[src/rtl/qpd_pkg.sv]
// Shared constants, types and helper functions for the quoted-printable decoder.
package qpd_pkg;

  // Characters the decoder looks for.
  localparam logic [7:0] CH_EQUALS     = 8'h3D;
  localparam logic [7:0] CH_UNDERSCORE = 8'h5F;
  localparam logic [7:0] CH_SPACE      = 8'h20;
  localparam logic [7:0] CH_CR         = 8'h0D;
  localparam logic [7:0] CH_LF         = 8'h0A;
  localparam logic [7:0] CH_ZERO       = 8'h30;
  localparam logic [7:0] CH_NINE       = 8'h39;
  localparam logic [7:0] CH_UPPER_A    = 8'h41;
  localparam logic [7:0] CH_UPPER_F    = 8'h46;
  localparam logic [7:0] CH_LOWER_A    = 8'h61;
  localparam logic [7:0] CH_LOWER_F    = 8'h66;
  localparam logic [7:0] HEX_UPPER_OFS = CH_UPPER_A - 8'd10;
  localparam logic [7:0] HEX_LOWER_OFS = CH_LOWER_A - 8'd10;

  // One input beat yields at most this many result beats.
  localparam int MAX_RESULTS = 3;
  localparam int GRP_CNT_W   = $clog2(MAX_RESULTS + 1);

  // Result queue sizing.
  localparam int QUEUE_DEPTH = MAX_RESULTS + 1;
  localparam int Q_CNT_W     = $clog2(QUEUE_DEPTH + 1);
  localparam int Q_IDX_W     = $clog2(QUEUE_DEPTH);

  // One result beat.
  typedef struct packed {
    logic [7:0] out_byte;
    logic       has_byte;
    logic       run_end;
    logic       message_end;
  } result_t;

  // All results caused by one input beat, in order from index 0.
  typedef struct packed {
    logic [GRP_CNT_W-1:0]           count;
    result_t [MAX_RESULTS-1:0]      item;
  } result_grp_t;

  // True when the character is a hex digit in either case.
  function automatic logic is_hex(input logic [7:0] c);
    return ((c >= CH_ZERO) && (c <= CH_NINE)) ||
           ((c >= CH_UPPER_A) && (c <= CH_UPPER_F)) ||
           ((c >= CH_LOWER_A) && (c <= CH_LOWER_F));
  endfunction

  // Nibble value of a hex digit; only meaningful when is_hex holds.
  function automatic logic [3:0] hex_nibble(input logic [7:0] c);
    logic [7:0] v;
    if (c <= CH_NINE) begin
      v = c - CH_ZERO;
    end else if (c <= CH_UPPER_F) begin
      v = c - HEX_UPPER_OFS;
    end else begin
      v = c - HEX_LOWER_OFS;
    end
    return v[3:0];
  endfunction

  // Plain byte pass-through, with underscore turned into space in header mode.
  function automatic logic [7:0] map_plain(input logic [7:0] c, input logic hdr_mode);
    return ((c == CH_UNDERSCORE) && hdr_mode) ? CH_SPACE : c;
  endfunction

endpackage

[src/rtl/qpd_in_if.sv]
// Input channel carrying encoded bytes with an end-of-message flag.
interface qpd_in_if;
  logic       valid;
  logic       ready;
  logic [7:0] in_byte;
  logic       last_byte;

  modport source (output valid, output in_byte, output last_byte, input ready);
  modport sink   (input valid, input in_byte, input last_byte, output ready);
endinterface

[src/rtl/qpd_out_if.sv]
// Result channel carrying decoded bytes and end markers.
interface qpd_out_if;
  logic       valid;
  logic       ready;
  logic [7:0] out_byte;
  logic       has_byte;
  logic       run_end;
  logic       message_end;

  modport source (output valid, output out_byte, output has_byte, output run_end,
                  output message_end, input ready);
  modport sink   (input valid, input out_byte, input has_byte, input run_end,
                  input message_end, output ready);
endinterface

[src/rtl/quoted_printable_decoder_top.sv]
// Top level of the quoted-printable decoder.
//
//   Port     Dir  Beat contents
//   in_ch    in   in_byte[7:0], last_byte
//   out_ch   out  out_byte[7:0], has_byte, run_end, message_end
//   cfg_*    in   cfg_we, cfg_wdata = underscore_is_space (header mode)
//
// An input beat is decoded in the cycle it is accepted and its results sit in
// the result queue at the next edge; one result beat leaves per cycle while
// out_ch is ready. One input beat per cycle is taken while the four-entry queue
// holds at most one result; a larger group holds off input until that is so again.
// Synchronous active-low reset empties the window and the queue and clears
// header mode. A stall on the result side backs up only through the queue fill.
module quoted_printable_decoder_top
  import qpd_pkg::*;
(
  input  logic       clk,
  input  logic       rst_n,
  qpd_in_if.sink     in_ch,
  qpd_out_if.source  out_ch,
  input  logic       cfg_we,
  input  logic       cfg_wdata
);

  logic        hdr_mode_r;
  logic        accept;
  logic        space_ok;
  result_grp_t grp;

  // Header mode register.
  always_ff @(posedge clk) begin
    if (!rst_n) begin
      hdr_mode_r <= 1'b0;
    end else if (cfg_we) begin
      hdr_mode_r <= cfg_wdata;
    end
  end

  assign in_ch.ready = space_ok;
  assign accept      = in_ch.valid && in_ch.ready;

  qpd_window_decode u_decode (
    .clk       (clk),
    .rst_n     (rst_n),
    .accept    (accept),
    .hdr_mode  (hdr_mode_r),
    .in_byte   (in_ch.in_byte),
    .last_byte (in_ch.last_byte),
    .grp       (grp)
  );

  qpd_result_queue u_queue (
    .clk      (clk),
    .rst_n    (rst_n),
    .push     (accept),
    .grp      (grp),
    .space_ok (space_ok),
    .out_ch   (out_ch)
  );

endmodule

[src/rtl/qpd_window_decode.sv]
// Lookahead window registers and the single-pass decode of one input beat.
module qpd_window_decode
  import qpd_pkg::*;
(
  input  logic        clk,
  input  logic        rst_n,
  input  logic        accept,
  input  logic        hdr_mode,
  input  logic [7:0]  in_byte,
  input  logic        last_byte,
  output result_grp_t grp
);

  // The first held byte is always '=', so only the second one is stored.
  logic [1:0] win_cnt_r, win_cnt_nxt;
  logic [7:0] win_b1_r, win_b1_nxt;

  logic [7:0]           rb [MAX_RESULTS];
  logic [GRP_CNT_W-1:0] nr;
  logic                 no_byte;

  // Work out the result bytes and the next window contents.
  always_comb begin
    nr          = '0;
    no_byte     = 1'b0;
    win_cnt_nxt = 2'd0;
    win_b1_nxt  = win_b1_r;
    for (int j = 0; j < MAX_RESULTS; j++) begin
      rb[j] = 8'h00;
    end
    unique case (win_cnt_r)
      2'd0: begin
        if ((in_byte == CH_EQUALS) && !last_byte) begin
          win_cnt_nxt = 2'd1;
        end else begin
          rb[0] = map_plain(in_byte, hdr_mode);
          nr    = GRP_CNT_W'(1);
        end
      end
      2'd1: begin
        if (!last_byte) begin
          win_cnt_nxt = 2'd2;
          win_b1_nxt  = in_byte;
        end else begin
          rb[0] = CH_EQUALS;
          rb[1] = map_plain(in_byte, hdr_mode);
          nr    = GRP_CNT_W'(2);
        end
      end
      2'd2: begin
        if (is_hex(win_b1_r) && is_hex(in_byte)) begin
          rb[0] = {hex_nibble(win_b1_r), hex_nibble(in_byte)};
          nr    = GRP_CNT_W'(1);
        end else if ((win_b1_r == CH_CR) && (in_byte == CH_LF)) begin
          // Soft line break: no decoded byte comes out.
          nr = '0;
        end else if (last_byte) begin
          rb[0] = CH_EQUALS;
          rb[1] = map_plain(win_b1_r, hdr_mode);
          rb[2] = map_plain(in_byte, hdr_mode);
          nr    = GRP_CNT_W'(3);
        end else if (win_b1_r == CH_EQUALS) begin
          // The second '=' starts a new escape with the incoming byte.
          rb[0]       = CH_EQUALS;
          nr          = GRP_CNT_W'(1);
          win_cnt_nxt = 2'd2;
          win_b1_nxt  = in_byte;
        end else begin
          rb[0] = CH_EQUALS;
          rb[1] = map_plain(win_b1_r, hdr_mode);
          if (in_byte == CH_EQUALS) begin
            nr          = GRP_CNT_W'(2);
            win_cnt_nxt = 2'd1;
          end else begin
            rb[2] = map_plain(in_byte, hdr_mode);
            nr    = GRP_CNT_W'(3);
          end
        end
      end
      default: begin
        nr = '0;
      end
    endcase
    // A message always ends with a marked result, empty if need be.
    if (last_byte && (nr == '0)) begin
      nr      = GRP_CNT_W'(1);
      no_byte = 1'b1;
    end
  end

  // Pack the results with their end markers.
  always_comb begin
    grp.count = nr;
    for (int j = 0; j < MAX_RESULTS; j++) begin
      grp.item[j].out_byte    = no_byte ? 8'h00 : rb[j];
      grp.item[j].has_byte    = !no_byte;
      grp.item[j].run_end     = (GRP_CNT_W'(j + 1) == nr);
      grp.item[j].message_end = (GRP_CNT_W'(j + 1) == nr) && last_byte;
    end
  end

  // Window state advances on each accepted beat.
  always_ff @(posedge clk) begin
    if (!rst_n) begin
      win_cnt_r <= 2'd0;
      win_b1_r  <= 8'h00;
    end else if (accept) begin
      win_cnt_r <= win_cnt_nxt;
      win_b1_r  <= win_b1_nxt;
    end
  end

endmodule

[src/rtl/qpd_result_queue.sv]
// Small shifting result queue: takes a group of results, emits one beat a cycle while out_ch is ready.
module qpd_result_queue
  import qpd_pkg::*;
(
  input  logic          clk,
  input  logic          rst_n,
  input  logic          push,
  input  result_grp_t   grp,
  output logic          space_ok,
  qpd_out_if.source     out_ch
);

  result_t              q_r   [QUEUE_DEPTH];
  result_t              q_nxt [QUEUE_DEPTH];
  logic [Q_CNT_W-1:0]   cnt_r, cnt_nxt;
  logic [Q_CNT_W-1:0]   base;
  logic [Q_CNT_W-1:0]   slot  [MAX_RESULTS];
  logic [Q_CNT_W-1:0]   add;
  logic                 pop;

  // Head of the queue drives the result channel.
  assign out_ch.valid       = (cnt_r != '0);
  assign out_ch.out_byte    = q_r[0].out_byte;
  assign out_ch.has_byte    = q_r[0].has_byte;
  assign out_ch.run_end     = q_r[0].run_end;
  assign out_ch.message_end = q_r[0].message_end;

  assign pop = out_ch.valid && out_ch.ready;

  // A full group always fits when the queue is this empty.
  assign space_ok = (cnt_r <= Q_CNT_W'(QUEUE_DEPTH - MAX_RESULTS));

  // Shift out the head beat, then append the new group behind what is left.
  always_comb begin
    q_nxt = q_r;
    base  = cnt_r;
    if (pop) begin
      for (int i = 0; i < QUEUE_DEPTH - 1; i++) begin
        q_nxt[i] = q_r[i + 1];
      end
      base = cnt_r - Q_CNT_W'(1);
    end
    add = push ? Q_CNT_W'(grp.count) : '0;
    for (int j = 0; j < MAX_RESULTS; j++) begin
      slot[j] = base + Q_CNT_W'(j);
      if (push && (GRP_CNT_W'(j) < grp.count)) begin
        q_nxt[slot[j][Q_IDX_W-1:0]] = grp.item[j];
      end
    end
    cnt_nxt = base + add;
  end

  // Entry payload needs no reset; the fill count does.
  always_ff @(posedge clk) begin
    q_r <= q_nxt;
  end

  always_ff @(posedge clk) begin
    if (!rst_n) begin
      cnt_r <= '0;
    end else begin
      cnt_r <= cnt_nxt;
    end
  end

endmodule
[src/flat_wrapper.sv]
// flat-port wrapper written by rule: the top's interface ports become plain ports
module quoted_printable_decoder_top_flat import qpd_pkg::*;
  (clk, rst_n, cfg_we, cfg_wdata, in_ch_valid, in_ch_in_byte, in_ch_last_byte, in_ch_ready, out_ch_valid, out_ch_out_byte, out_ch_has_byte, out_ch_run_end, out_ch_message_end, out_ch_ready);
  qpd_in_if in_ch_i ();
  qpd_out_if out_ch_i ();
  input  logic clk;
  input  logic rst_n;
  input  logic cfg_we;
  input  logic cfg_wdata;
  input wire logic [$bits(in_ch_i.valid)-1:0] in_ch_valid;
  input wire logic [$bits(in_ch_i.in_byte)-1:0] in_ch_in_byte;
  input wire logic [$bits(in_ch_i.last_byte)-1:0] in_ch_last_byte;
  output wire logic [$bits(in_ch_i.ready)-1:0] in_ch_ready;
  output wire logic [$bits(out_ch_i.valid)-1:0] out_ch_valid;
  output wire logic [$bits(out_ch_i.out_byte)-1:0] out_ch_out_byte;
  output wire logic [$bits(out_ch_i.has_byte)-1:0] out_ch_has_byte;
  output wire logic [$bits(out_ch_i.run_end)-1:0] out_ch_run_end;
  output wire logic [$bits(out_ch_i.message_end)-1:0] out_ch_message_end;
  input wire logic [$bits(out_ch_i.ready)-1:0] out_ch_ready;
  assign in_ch_i.valid = in_ch_valid;
  assign in_ch_i.in_byte = in_ch_in_byte;
  assign in_ch_i.last_byte = in_ch_last_byte;
  assign in_ch_ready = in_ch_i.ready;
  assign out_ch_valid = out_ch_i.valid;
  assign out_ch_out_byte = out_ch_i.out_byte;
  assign out_ch_has_byte = out_ch_i.has_byte;
  assign out_ch_run_end = out_ch_i.run_end;
  assign out_ch_message_end = out_ch_i.message_end;
  assign out_ch_i.ready = out_ch_ready;
  quoted_printable_decoder_top u_core (.clk(clk), .rst_n(rst_n), .in_ch(in_ch_i), .out_ch(out_ch_i), .cfg_we(cfg_we), .cfg_wdata(cfg_wdata));
endmodule
[config.mk]
export PLATFORM = sky130hd
export DESIGN_NAME = quoted_printable_decoder_top_flat
export DESIGN_NICKNAME = d
export VERILOG_FILES = /design/src/rtl/qpd_pkg.sv /design/src/rtl/qpd_in_if.sv /design/src/rtl/qpd_out_if.sv /design/src/rtl/quoted_printable_decoder_top.sv /design/src/rtl/qpd_window_decode.sv /design/src/rtl/qpd_result_queue.sv /design/src/flat_wrapper.sv
export SDC_FILE = /design/constraint.sdc
export NUM_CORES = 1
export LEC_CHECK = 0
export BUFFER_PORTS_ARGS = -buffer_cell sky130_fd_sc_hd__buf_4
export CORE_ASPECT_RATIO = 1.75
export CORE_MARGIN = 3
export CORE_UTILIZATION = 45
export DETAILED_ROUTE_END_ITERATION = 10
export HOLD_SLACK_MARGIN = 0.03
export SYNTH_ARGS = -nofsm -noshare
export SYNTH_HDL_FRONTEND = slang
export SYNTH_SLANG_ARGS = --single-unit
[constraint.sdc]
create_clock -name clk -period 5.05 [get_ports clk]
set_input_delay 1.515 -clock clk [delete_from_list [all_inputs] [get_ports clk]]
set_output_delay 1.515 -clock clk [all_outputs]
set_load 0.01 [all_outputs]
* Yosys cells after proc, flatten, opt, wreduce, memory -nomap -nowiden
Cells that the tools add are included.
** Storage, ports and cells
- Bits in registers :: 58
** Operators by class
- Eq/ne operators :: 16
- Add/subtract/negate cells :: 10
- Multiplexer cells :: 59
- Reductions and logical operators :: 34
- Order comparisons :: 22
- Bitwise gates (word level) :: 3
** Operators with widths (count)
- 44-bit bitwise mux :: 3
- 44-bit two-way mux :: 3
- 8-bit two-way mux :: 14
- 11-bit demux with 2-bit select :: 3
- 16-bit two-way mux :: 3
- 11-bit two-way mux :: 3
- 33-bit two-way mux :: 1
- 8-bit by 7-bit greater-or-equal comparator with 1-bit output, second input constant :: 4
- 8-bit by 7-bit less-or-equal comparator with 1-bit output, second input constant :: 4
- 8-bit one-hot mux with 2 select lines :: 2
- 2-bit two-way mux :: 12
- 8-bit one-hot mux with 3 select lines :: 1
- 1-bit logical AND :: 23
- 22-bit two-way mux :: 1
- 8-bit by 4-bit == test with 1-bit output, second input constant :: 2
- 8-bit by 6-bit == test with 1-bit output, second input constant :: 2
- 8-bit by 7-bit == test with 1-bit output, second input constant :: 2
- 8-bit by 6-bit greater-or-equal comparator with 1-bit output, second input constant :: 2
- 8-bit by 6-bit less-or-equal comparator with 1-bit output, second input constant :: 2
- 4-bit two-way mux :: 4
- 4-bit by 3-bit subtractor with 4-bit output, second input constant :: 4
- 14-bit two-way mux :: 1
- 2-bit one-hot mux with 3 select lines :: 2
- 2-bit != test, second input constant :: 5
- 23 further kinds :: 41

* Logic depth before layout (Yosys ltp)
Gate-level depths: netlist of the first run.
- Depth in word-level cells :: 18
- Depth in mapped cells :: 14
- Mapped depth without buffers :: 13

* Hierarchy
From an unflattened synthesis of the first run, not the netlist that was laid out.
** Unflattened totals
- Cells, all modules :: 735
- Area total of the unflattened synthesis :: 5262.5 µm²
** By module, submodules not included
- qpd_result_queue :: instances 1, area each 3465.8 µm², cells an instance 500
- qpd_window_decode :: instances 1, area each 1754.2 µm², cells an instance 231
- quoted_printable_decoder_top :: instances 1, area each 42.5 µm², cells an instance 4

* Worst setup path before layout of the first run
Ideal clock, no wire load.
- Path kind :: input-to-reg
- Start point :: in in_ch_in_byte[7]
- End point :: reg u_core.u_queue.cnt_r[2]
- Buffers on the path :: 2
- Slack :: 0.850 ns
- Data arrival time :: 4.085 ns
- Stages on the path :: 13
- Cell sequence :: clkbuf_1 -> or4b_1 -> nor3_1 -> o211a_1 -> buf_2 -> o31ai_1 -> a21oi_1 -> ha_1 -> inv_1 -> fa_1 -> xor2_1 -> and3_1 -> o21a_1
** Between the ends
- Word-level cells in the longest chain between the ends :: 12
** Ends and longest elaborated chain
- start: declaration :: RTL line flat_wrapper.sv:11 : input wire logic [$bits(in_ch_i.in_byte)-1:0] in_ch_in_byte;
- 8-bit by 6-bit greater-or-equal comparator with 1-bit output, or another cell as far along :: RTL line qpd_pkg.sv:44 : return ((c >= CH_ZERO) && (c <= CH_NINE)) ||
- 1-bit logical AND, or another cell as far along :: RTL line qpd_pkg.sv:44
- 1-bit logical OR / 2-bit two-way mux (equally long branches) :: RTL line qpd_pkg.sv:44, qpd_window_decode.sv:62
- 1-bit logical OR / 2-bit two-way mux (equally long branches) :: RTL line qpd_pkg.sv:45, qpd_window_decode.sv:57
- 1-bit logical AND / 2-bit two-way mux (equally long branches) :: RTL line qpd_window_decode.sv:51, qpd_window_decode.sv:54
- 2-bit two-way mux :: RTL line qpd_window_decode.sv:51 : if (is_hex(win_b1_r) && is_hex(in_byte)) begin
- 2-bit one-hot mux with 3 select lines * :: RTL line qpd_window_decode.sv:31 : unique case (win_cnt_r)
- 2-bit logical NOT :: RTL line qpd_window_decode.sv:85 : if (last_byte && (nr == '0)) begin
- 1-bit logical AND :: RTL line qpd_window_decode.sv:85
- 2-bit two-way mux * :: RTL line qpd_window_decode.sv:85
- 2-bit two-way mux * :: RTL line qpd_result_queue.sv:43 : add = push ? Q_CNT_W'(grp.count) : '0;
- 3-bit by 2-bit adder with 3-bit output * :: RTL line qpd_result_queue.sv:50 : cnt_nxt = base + add;
- end signal: assignment :: RTL line qpd_result_queue.sv:62 : cnt_r <= cnt_nxt;
- end: declaration :: RTL line qpd_result_queue.sv:15 : logic [Q_CNT_W-1:0] cnt_r, cnt_nxt;
Mark *: on every way between the ends. The rest lies on a longest branch, timed or not.
A chain may end at the register's enable or synchronous reset.

* Worst setup path in the final report of the first run
- Start point :: in in_ch_in_byte[1]
- End point :: reg u_core.u_queue.cnt_r[2]
Same word-level chain as after synthesis.

==> results_tabular.tex, run 1 <==
\begin{tabular}{lr}
\hline
Metric & Value \\
\hline
\multicolumn{2}{l}{\textbf{Run status}} \\
Result of the run & finished, final reports clean \\
\multicolumn{2}{l}{\textbf{Synth}} \\
Yosys warning count & 0 \\
Synth top area share & 25.01\% \\
Synthesized-area fraction occupied by and/or/nand/nor cells & 25.90\% \\
Most area-consuming cells after synthesis & dfxtp\_1 (25\%), mux2i\_1 (8.6\%), nand2\_1 (7.0\%), ha\_1 (4.6\%), a21oi\_1 (3.7\%) \\
Syn Std Cell Area & 4643 um2 \\
Complex-gate fraction of the synthesized area & 27.24\% \\
Most numerous cell types in the synthesized netlist & nand2\_1 (87), dfxtp\_1 (58), mux2i\_1 (40) \\
Post-synthesis register bit count & 58 \\
Number of enable-type register cells in the synthesized netlist & 0 \\
Ys async rst share & 0\% \\
Area leader, netlist & dfxtp\_1 \\
Synth Instances & 584 \\
Unique masters post-synth & 77 \\
Main synth FF type & dfxtp\_1 \\
Most frequent cell after synthesis & nand2\_1 \\
Share of synthesized cell area in full adder, half adder and majority cells & 5.012\% \\
Largest family of logic cells by synthesized area & compound AO/OA/AOI/OAI gates \\
Share of synthesized area spent on multiplexers & 9.351\% \\
Post-Synth XOR/XNOR Area & 0.5659\% \\
Mean instance size in the synthesized netlist & 7.951 um2 \\
Syn Nets & 617 \\
Share of synthesized area occupied by flip-flops and latches & 25.01\% \\
\multicolumn{2}{l}{\textbf{Drt}} \\
Number of vias per cell & 6.480 \\
Iteration-0 DRC count of the detailed router & 414 \\
Total wire length & 15.50 mm \\
Remaining DRCs & 0 \\
DRT Pass-1 Iters & 8 \\
Total vias in the final route & 4698 \\
Post-route antenna net violation count & 0 \\
Routed wirelength normalized by instance count & 21.38 um \\
\multicolumn{2}{l}{\textbf{Timing}} \\
Normalized max-slew margin & 21.76\% \\
RSZ-0062 raised after global routing & no \\
Fmax & 226.8 MHz \\
Actual slew at the worst max-slew pin & 1.174 ns \\
Hold Vio Cnt, Final & 0 \\
Hold WS & 0.4864 ns \\
Final count of pins violating max slew & 0 \\
Share of the cycle needed by the critical path after routing & 87.33\% \\
Setup Total Neg Slack & 0 ns \\
Setup Skew & 0.009674 ns \\
Final Critical Period & 4.410 ns \\
Final setup margin & 0.6400 ns \\
Total of endpoints with negative setup slack in the final report & 0 \\
\multicolumn{2}{l}{\textbf{Die}} \\
Number of placed I/O pins & 28 \\
Initial standard-cell utilization of the core & 46.57\% \\
FP Rows & 48 \\
Placeable Area & 9970 um2 \\
Height of the die & 140.4 um \\
Area of the die & 11620 um2 \\
Die width & 82.79 um \\
\multicolumn{2}{l}{\textbf{Clocking}} \\
Cts-stage hold buffer count & 0 \\
CTS tree & done \\
Clock buffers created by TritonCTS & 9 \\
CTS H-tree lvls & 3 \\
Resized cells post-CTS & 0 \\
Clock insertion delay at the later pin of the skew report & 0.34 ns \\
Clock Sinks & 58 \\
Root buffer cell & clkbuf\_16 \\
Number of buffers on the longest clock path & 2 \\
Buffer count from post-CTS setup fixing & 0 \\
Register clock-pin slew on the reported worst setup and hold paths & 0.06 ns \\
\multicolumn{2}{l}{\textbf{Finish}} \\
Filler-free cell count of the finished design & 725 \\
Layout net count & 628 \\
Number of inserted diodes & 0 \\
P\&R area growth vs syn & 12.40\% \\
Share of layout cells above drive strength 1 & 15.17\% \\
Final non-filler cell area & 5219 um2 \\
Layout Utilization & 52.35\% \\
\multicolumn{2}{l}{\textbf{Critical path}} \\
Crit path depth & 14 \\
Cell type group with the largest total delay on the critical path & compound AO/OA/AOI/OAI gates \\
Crit-path cells & buf\_4 > inv\_1 > ha\_1 > o21bai\_1 > a21oi\_1 > o211a\_1 > o31ai\_1 > a21oi\_1 > ha\_1 > inv\_1 > fa\_1 > xor2\_1 > and3\_1 > o21a\_1 \\
Worst path max stage delay & 0.76 ns \\
Buf+Inv Stages, Crit Path & 3 \\
Length in cells of the worst reg-to-reg path & 13 \\
Worst EP required & 5.29 ns \\
Data arrival time at the worst-slack endpoint & 4.65 ns \\
CP Class & input pin to flop \\
Worst Setup End Kind & flop \\
CP max-delay cell & o31ai\_1 \\
CP startpoint kind & input pin \\
Maximum net fanout on the critical path & 8 \\
\multicolumn{2}{l}{\textbf{Flow run}} \\
\# Max-Cap Violations & 0 \\
\multicolumn{2}{l}{\textbf{Power and ir drop}} \\
Net switching fraction of the power & 36.96\% \\
Relative contribution of the clock network to total power & 27.5\% \\
Largest vdd supply drop & 0.2656 mV \\
Pint & 1.542 mW \\
Total leakage power & 2.132 nW \\
Power per unit of standard cell area & 468.7 nW/um2 \\
Combinational power share & 43.0\% \\
Power after layout & 2.446 mW \\
Sequential fraction of design power & 29.5\% \\
Net switching power & 904.1 uW \\
\multicolumn{2}{l}{\textbf{GRT}} \\
First-pass GRT wire length & 24.67 mm \\
Number of antenna violations at the first check in global routing & 0 \\
Final global-route overflow total & 0 \\
Number of global-route vias before repair & 4598 \\
Overall fraction of global-route tracks in use & 28.07\% \\
Maximum number of pins on one net before global-route repair & 38 \\
\multicolumn{2}{l}{\textbf{Place}} \\
DP Cell Count & 709 \\
Post-detailed-placement cell area & 4898 um2 \\
GP Congestion & 0.9609 \\
Detailed-placement wirelength estimate & 11.69 mm \\
Minimum setup slack after placement & 0.3312 ns \\
Count of buffers inserted at the top-level ports & 27 \\
\multicolumn{2}{l}{\textbf{Min path}} \\
Cell depth of the worst hold path & 2 \\
Worst Hold Class & flop to flop \\
\hline
\end{tabular}
-- area by class of cell --
cell class,instances,area (um2)
Timing Repair Buffer,46,345.3
Tap cell,125,156.4
Inverter,18,67.56
Multi-Input combinational cell,462,3168
Clock inverter,5,77.57
Fill cell,991,4751
Sequential cell,58,1161
Clock buffer,11,242.7
-- worst reg2reg max path: stages, from the launching register on --
cell,delay [ns]
dfxtp_1,0.52
inv_1,0.12
ha_1,0.26
nor4b_1,0.16
nor4_1,0.43
o211a_1,0.37
o31ai_1,0.24
a21oi_1,0.27
ha_1,0.17
inv_1,0.06
fa_1,0.44
xor2_1,0.16
and3_1,0.19
o21a_1,0.16
-- final timing paths --
| path | startpoint | end | slack (ns) |
|---|---|---|---|
| setup / recovery | in_ch_in_byte[1] | u_core.u_queue.cnt_r[2] | 0.64 |
| hold / removal | u_core.u_queue.q_r[2] | u_core.u_queue.q_r[2] | 0.49 |
| setup reg to reg | u_core.u_decode.win_b1_r[0] | u_core.u_queue.cnt_r[2] | 1.40 |
| hold reg to reg | u_core.u_queue.q_r[2] | u_core.u_queue.q_r[2] | 0.49 |
-- metal layers --
layer	vias to the layer above	part of all wire [%]	track usage, %
li1	2191	-	-
met1	2233	38	32.75
met2	216	52	47.97
met3	58	6.1	4.762
met4	0	4.3	13.70
met5	-	0	0
-- sequential cells by signal, summed over array words and instances, names as in the netlist --
name	cells
u_core.u_decode.win_b1_r	8
u_core.u_queue.q_r	33
u_core.hdr_mode_r	1
u_core.u_queue.cnt_r	3
u_core.u_queue.out_ch.has_byte	1
u_core.u_queue.out_ch.run_end	1
u_core.u_queue.out_ch.message_end	1
u_core.u_queue.out_ch.out_byte	8
u_core.u_decode.win_cnt_r	2
-- cell usage in the layout, fill, tap and decap left out, drive strengths merged, types with 12 or more instances in the layout --
cell type	Yosys	routed
nand2	87	87
dfxtp	58	58
buf	30	46
mux2i	40	40
nor2	38	38
a21oi	35	35
o21ai	24	24
inv	17	17
ha	17	17
nand4	17	17
nor2b	15	15
nand3	15	15
o221ai	13	13
o22ai	12	12
-- power by group through the flow --
| stage | Clock, mW | Sequential (mW) | Combinational (mW) |
|---|---|---|---|
| 3_3_place_gp | 0 | 0.722 | 1.02 |
| 3_5_place_dp | 0 | 0.729 | 1.04 |
| 5_1_grt | 0.704 | 0.740 | 1.15 |
| 4_1_cts | 0.676 | 0.720 | 1.04 |
| 6_report | 0.673 | 0.722 | 1.05 |
| 2_1_floorplan | 0 | 0.704 | 0.805 |
-- logic make-up (layout without fill, tap and decap cells) --
family | count (synthesis) | in the layout
AO/OA/AOI/OAI | 166 | 166
AND/OR/NAND/NOR | 232 | 232
XOR/XNOR | 3 | 3
buffers and inverters | 64 | 80
multiplexers | 43 | 43
flip-flops | 58 | 58
adder cells (fa/ha/maj) | 18 | 18
Note: power is estimated with default switching activity, not from simulation.
==> inputs of run 2 (changes only) <==
--- a/config.mk
+++ b/config.mk
@@ -6,7 +6,7 @@
 export NUM_CORES = 1
 export LEC_CHECK = 0
 export BUFFER_PORTS_ARGS = -buffer_cell sky130_fd_sc_hd__buf_4
-export CORE_ASPECT_RATIO = 1.75
+export CORE_ASPECT_RATIO = 1.25
 export CORE_MARGIN = 3
 export CORE_UTILIZATION = 45
 export DETAILED_ROUTE_END_ITERATION = 10
==> results_tabular.tex, run 2 (synthesis gave the netlist of run 1 again) <==
\begin{tabular}{lr}
\hline
Metric & Value \\
\hline
\multicolumn{2}{l}{\textbf{Run status}} \\
Result of the run & finished, final reports clean \\
\multicolumn{2}{l}{\textbf{Place}} \\
GP Congestion & 0.9062 \\
Count of buffers inserted at the top-level ports & 27 \\
Detailed-placement wirelength estimate & 11.09 mm \\
Post-detailed-placement cell area & 4892 um2 \\
\multicolumn{2}{l}{\textbf{GRT}} \\
Maximum number of pins on one net before global-route repair & 39 \\
Final global-route overflow total & 0 \\
Number of global-route vias before repair & 4328 \\
First-pass GRT wire length & 23.87 mm \\
Number of antenna violations at the first check in global routing & 0 \\
Overall fraction of global-route tracks in use & 25.70\% \\
\multicolumn{2}{l}{\textbf{Critical path}} \\
CP max-delay cell & o31ai\_1 \\
CP startpoint kind & input pin \\
Worst path max stage delay & 0.72 ns \\
Cell type group with the largest total delay on the critical path & compound AO/OA/AOI/OAI gates \\
Worst EP required & 5.28 ns \\
Data arrival time at the worst-slack endpoint & 4.57 ns \\
Buf+Inv Stages, Crit Path & 3 \\
Crit-path cells & buf\_4 > inv\_1 > ha\_1 > o21bai\_1 > a21oi\_1 > o211a\_1 > o31ai\_1 > a21oi\_1 > ha\_1 > inv\_1 > fa\_1 > xor2\_1 > and3\_1 > o21a\_1 \\
Worst Setup End Kind & flop \\
Maximum net fanout on the critical path & 9 \\
CP Class & input pin to flop \\
\multicolumn{2}{l}{\textbf{Clocking}} \\
Clock Sinks & 58 \\
Number of buffers on the longest clock path & 2 \\
CTS H-tree lvls & 3 \\
CTS tree & done \\
Root buffer cell & clkbuf\_16 \\
Resized cells post-CTS & 0 \\
Register clock-pin slew on the reported worst setup and hold paths & 0.05 ns \\
Clock buffers created by TritonCTS & 9 \\
Buffer count from post-CTS setup fixing & 0 \\
Cts-stage hold buffer count & 0 \\
Clock insertion delay at the later pin of the skew report & 0.34 ns \\
\multicolumn{2}{l}{\textbf{Timing}} \\
RSZ-0062 raised after global routing & no \\
Actual slew at the worst max-slew pin & 1.151 ns \\
Final count of pins violating max slew & 0 \\
Setup Skew & 0.006590 ns \\
Fmax & 230.0 MHz \\
Final Critical Period & 4.347 ns \\
Total of endpoints with negative setup slack in the final report & 0 \\
Hold Vio Cnt, Final & 0 \\
Normalized max-slew margin & 23.26\% \\
Share of the cycle needed by the critical path after routing & 86.08\% \\
Setup Total Neg Slack & 0 ns \\
\multicolumn{2}{l}{\textbf{Power and ir drop}} \\
Total leakage power & 2.138 nW \\
Power per unit of standard cell area & 473.3 nW/um2 \\
Largest vdd supply drop & 0.2228 mV \\
\multicolumn{2}{l}{\textbf{Drt}} \\
Post-route antenna net violation count & 0 \\
Iteration-0 DRC count of the detailed router & 280 \\
Routed wirelength normalized by instance count & 20.20 um \\
Total vias in the final route & 4580 \\
Total wire length & 14.65 mm \\
Number of vias per cell & 6.317 \\
Remaining DRCs & 0 \\
DRT Pass-1 Iters & 5 \\
\multicolumn{2}{l}{\textbf{Finish}} \\
Final non-filler cell area & 5238 um2 \\
Layout Utilization & 53.12\% \\
Share of layout cells above drive strength 1 & 14.86\% \\
Register name with the most flops & u\_core.u\_queue.q\_r \\
Most common cell after layout, fill and taps aside & nand2\_1 \\
Largest register FFs & 33 \\
Layout net count & 627 \\
Commonest cells after routing, fill and taps aside & nand2\_1 (87), dfxtp\_1 (58), buf\_4 (45), mux2i\_1 (40), nor2\_1 (38) \\
P\&R area growth vs syn & 12.80\% \\
Number of inserted diodes & 0 \\
\multicolumn{2}{l}{\textbf{Die}} \\
Height of the die & 119.6 um \\
Placeable Area & 9859 um2 \\
Die width & 96.86 um \\
Number of placed I/O pins & 28 \\
Initial standard-cell utilization of the core & 47.09\% \\
Area of the die & 11580 um2 \\
FP Rows & 40 \\
\multicolumn{2}{l}{\textbf{Min path}} \\
Worst Hold Class & flop to flop \\
\multicolumn{2}{l}{\textbf{Flow run}} \\
\# Max-Cap Violations & 0 \\
\hline
\end{tabular}
run 2: cell types whose count changed in the layout (fill, tap and decap cells not counted), sizes merged:
cell and delta:
clkinv -1, clkbuf +1, clkinvlp -1, bufinv +1
buf -1
run 2: worst min-delay path: stages, from the launching register on:
cell	delay [ns]
dfxtp_1	0.29
inv_1	0.06
mux2i_1	0.06
run 2: cell type report:
cell class	count	area, um2
well taps	126	157.7
flip-flops and latches	58	1161
clock inverters	4	98.84
fillers	961	4622
repair buffers	45	337.8
clock buffers	12	246.5
inverters	18	67.56
multi-input cells	462	3168
run 2: report_power, final:
| group | switching [mW] | total [mW] | internal, mW |
|---|---|---|---|
| combinational | 0.564 | 1.03 | 0.466 |
| clock | 0.227 | 0.724 | 0.497 |
| sequential | 0.0953 | 0.726 | 0.630 |
| total | 0.887 | 2.48 | 1.59 |
run 2: metrics by stage:
stage	hold slack, ns	std cells	worst slack [ns]	power (mW)
after CTS	0.4655	725	0.7557	2.475
after detailed placement	0.4554	709	0.4113	1.750
after global placement	0.4526	709	0.4264	1.726
after floorplan	0.4347	584	0.8504	1.508
after global routing	0.4900	725	0.4785	2.634
final	0.4605	725	0.7029	2.479
run 2: final timing paths:
kind                                    start                 endpoint  slack (ns)  depth (start not counted)
setup / recovery             in_ch_in_byte[0]  u_core.u_queue.cnt_r[2]        0.70                         14
hold reg to reg         u_core.u_queue.q_r[2]    u_core.u_queue.q_r[2]        0.46                          2
hold / removal          u_core.u_queue.q_r[2]    u_core.u_queue.q_r[2]        0.46                          2
setup reg to reg  u_core.u_decode.win_b1_r[0]  u_core.u_queue.cnt_r[2]        1.39                         13
run 2: routing by layer:
metal	vias up	global-route usage [%]	routed length (um)
li1	2186	-	-
met1	2171	33.70	6356
met2	196	42.18	7008
met3	27	5.465	965
met4	0	8.165	316
met5	-	0	0
==> inputs of run 3 (changes only) <==
--- a/config.mk
+++ b/config.mk
@@ -8,9 +8,10 @@
 export BUFFER_PORTS_ARGS = -buffer_cell sky130_fd_sc_hd__buf_4
 export CORE_ASPECT_RATIO = 1.25
 export CORE_MARGIN = 3
-export CORE_UTILIZATION = 45
+export CORE_UTILIZATION = 62
 export DETAILED_ROUTE_END_ITERATION = 10
 export HOLD_SLACK_MARGIN = 0.03
+export PLACE_DENSITY = 0.81
 export SYNTH_ARGS = -nofsm -noshare
 export SYNTH_HDL_FRONTEND = slang
 export SYNTH_SLANG_ARGS = --single-unit
==> results_tabular.tex, run 3 (synthesis gave the netlist of run 1 again) <==
\begin{tabular}{lr}
\hline
Metric & Value \\
\hline
\multicolumn{2}{l}{\textbf{Run status}} \\
Result of the run & finished, final reports clean \\
\multicolumn{2}{l}{\textbf{Critical path}} \\
Reg-to-reg critical path startpoint & u\_core.u\_decode.win\_b1\_r[1] \\
Length in cells of the worst reg-to-reg path & 13 \\
CP Class & input pin to flop \\
Worst Setup End Kind & flop \\
Worst EP required & 5.31 ns \\
Last element of the critical path & u\_core.u\_queue.cnt\_r[2] \\
CP startpoint kind & input pin \\
Maximum net fanout on the critical path & 9 \\
Reg2reg end & u\_core.u\_queue.cnt\_r[2] \\
Slack of the worst reg-to-reg path & 1.46 ns \\
Crit path from & in\_ch\_in\_byte[0] \\
Data arrival time at the worst-slack endpoint & 4.54 ns \\
\multicolumn{2}{l}{\textbf{Place}} \\
Detailed-placement wirelength estimate & 10.73 mm \\
GP Congestion & 0.9532 \\
DP Cell Count & 675 \\
Minimum setup slack after placement & 0.4421 ns \\
Count of buffers inserted at the top-level ports & 27 \\
Post-detailed-placement cell area & 4862 um2 \\
\multicolumn{2}{l}{\textbf{Finish}} \\
Final non-filler cell area & 5111 um2 \\
Filler-free cell count of the finished design & 691 \\
Commonest cells after routing, fill and taps aside & nand2\_1 (87), dfxtp\_1 (58), buf\_4 (47), mux2i\_1 (40), nor2\_1 (38) \\
P\&R area growth vs syn & 10.08\% \\
Most common cell after layout, fill and taps aside & nand2\_1 \\
Layout net count & 629 \\
Number of inserted diodes & 0 \\
Largest register FFs & 33 \\
Layout fillers & 583 \\
Register name with the most flops & u\_core.u\_queue.q\_r \\
Share of layout cells above drive strength 1 & 15.47\% \\
\multicolumn{2}{l}{\textbf{Clocking}} \\
Buffer count from post-CTS setup fixing & 0 \\
Resized cells post-CTS & 0 \\
Root buffer cell & clkbuf\_8 \\
Cts-stage hold buffer count & 0 \\
Clock insertion delay at the later pin of the skew report & 0.35 ns \\
Number of buffers on the longest clock path & 2 \\
Register clock-pin slew on the reported worst setup and hold paths & 0.08 ns \\
CTS H-tree lvls & 3 \\
Clock Sinks & 58 \\
CTS tree & done \\
Clock buffers created by TritonCTS & 9 \\
\multicolumn{2}{l}{\textbf{Drt}} \\
DRT Pass-1 Iters & 9 \\
Number of vias per cell & 6.964 \\
Total wire length & 14.54 mm \\
Post-route antenna net violation count & 0 \\
Detailed-routed wire length on met3 & 1.174 mm \\
Highest metal used & met4 \\
Detail Route met2 WL & 6.627 mm \\
Remaining DRCs & 0 \\
Met1 Wirelength & 5.997 mm \\
Total vias in the final route & 4812 \\
Iteration-0 DRC count of the detailed router & 691 \\
Routed wirelength normalized by instance count & 21.04 um \\
\multicolumn{2}{l}{\textbf{Die}} \\
Height of the die & 102.8 um \\
Placeable Area & 7104 um2 \\
Die width & 83.41 um \\
Number of placed I/O pins & 28 \\
FP Rows & 34 \\
Area of the die & 8570 um2 \\
Initial standard-cell utilization of the core & 65.36\% \\
\multicolumn{2}{l}{\textbf{Timing}} \\
Share of the cycle needed by the critical path after routing & 84.90\% \\
Total of endpoints with negative setup slack in the final report & 0 \\
Fmax & 233.2 MHz \\
Hold WS & 0.4735 ns \\
Setup Total Neg Slack & 0 ns \\
Final Critical Period & 4.287 ns \\
Final setup margin & 0.7627 ns \\
Hold Vio Cnt, Final & 0 \\
Setup Skew & 0.007804 ns \\
Normalized max-slew margin & 20.45\% \\
Final count of pins violating max slew & 0 \\
RSZ-0062 raised after global routing & no \\
Actual slew at the worst max-slew pin & 1.193 ns \\
\multicolumn{2}{l}{\textbf{GRT}} \\
Maximum number of pins on one net before global-route repair & 39 \\
Number of antenna violations at the first check in global routing & 0 \\
First-pass GRT wire length & 23.23 mm \\
Number of global-route vias before repair & 4548 \\
Overall fraction of global-route tracks in use & 34.07\% \\
Final global-route overflow total & 0 \\
\multicolumn{2}{l}{\textbf{Power and ir drop}} \\
Net switching fraction of the power & 38.47\% \\
Largest vdd supply drop & 0.4016 mV \\
Sequential fraction of design power & 31.2\% \\
Combinational power share & 45.1\% \\
Relative contribution of the clock network to total power & 23.7\% \\
Total leakage power & 2.106 nW \\
Pint & 1.427 mW \\
Net switching power & 892.5 uW \\
Power per unit of standard cell area & 453.9 nW/um2 \\
\multicolumn{2}{l}{\textbf{Flow run}} \\
\# Max-Cap Violations & 0 \\
\multicolumn{2}{l}{\textbf{Min path}} \\
Worst Hold Class & flop to flop \\
\hline
\end{tabular}
-- run 3: cell count changes in the layout (fill, tap and decap cells not counted), sizes merged --
cell	previous run	this run
clkbuf	12	9
buf	45	47
clkinv	2	4
inv	17	18
-- run 3: metal layers --
layer	GRT usage, %	vias to the layer above
met4	19.25	0
met2	55.49	301
li1	-	2194
met3	5.915	85
met1	43.08	2232
met5	0	-
-- run 3: layout make-up --
type                            count  area (um2)  area share (%)
Multi-Input combinational cell    462        3168           61.98
Sequential cell                    58        1161           22.72
Timing Repair Buffer               47       352.8           6.903
Clock inverter                      7       125.1           2.448
Clock buffer                        9       123.9           2.424
Tap cell                           90       112.6           2.203
Inverter                           18       67.56           1.322
-- run 3: power groups by stage --
stage	Combinational [mW]	Sequential, mW	Clock [mW]
after floorplan	0.805	0.704	0
after global placement	0.989	0.720	0
after detailed placement	1.03	0.728	0
after CTS	1.03	0.719	0.553
after global routing	1.14	0.743	0.570
final	1.05	0.725	0.549
-- run 3: worst max-delay path, cell delays in order --
cell and delay, ns:
buf_4 0.14, inv_1 0.10, ha_1 0.22, o21bai_1 0.25, a21oi_1 0.13, o211a_1 0.23, o31ai_1 0.81, a21oi_1 0.21
ha_1 0.24, inv_1 0.08, fa_1 0.19, xor2_1 0.08, and3_1 0.19, o21a_1 0.16
-- run 3: stage by stage --
step	utilization, %	power, mW
6_report	71.94	2.320
5_1_grt	71.94	2.449
4_1_cts	71.94	2.302
3_5_place_dp	68.44	1.754
3_3_place_gp	68.44	1.709
2_1_floorplan	-	1.508
-- run 3: worst min-delay path by stage --
stage	endpoint	startpoint	depth (start not counted)
final	u_core.u_queue.q_r[2]	u_core.u_queue.q_r[2]	2
after global routing	u_core.u_queue.q_r[3]	u_core.u_queue.q_r[3]	2
after CTS	u_core.u_queue.q_r[6]	u_core.u_queue.q_r[6]	2
after detailed placement	u_core.u_queue.q_r[6]	u_core.u_queue.q_r[6]	2
after global placement	u_core.u_queue.q_r[2]	u_core.u_queue.q_r[2]	2
after floorplan	u_core.u_queue.q_r[3]	u_core.u_queue.q_r[3]	2
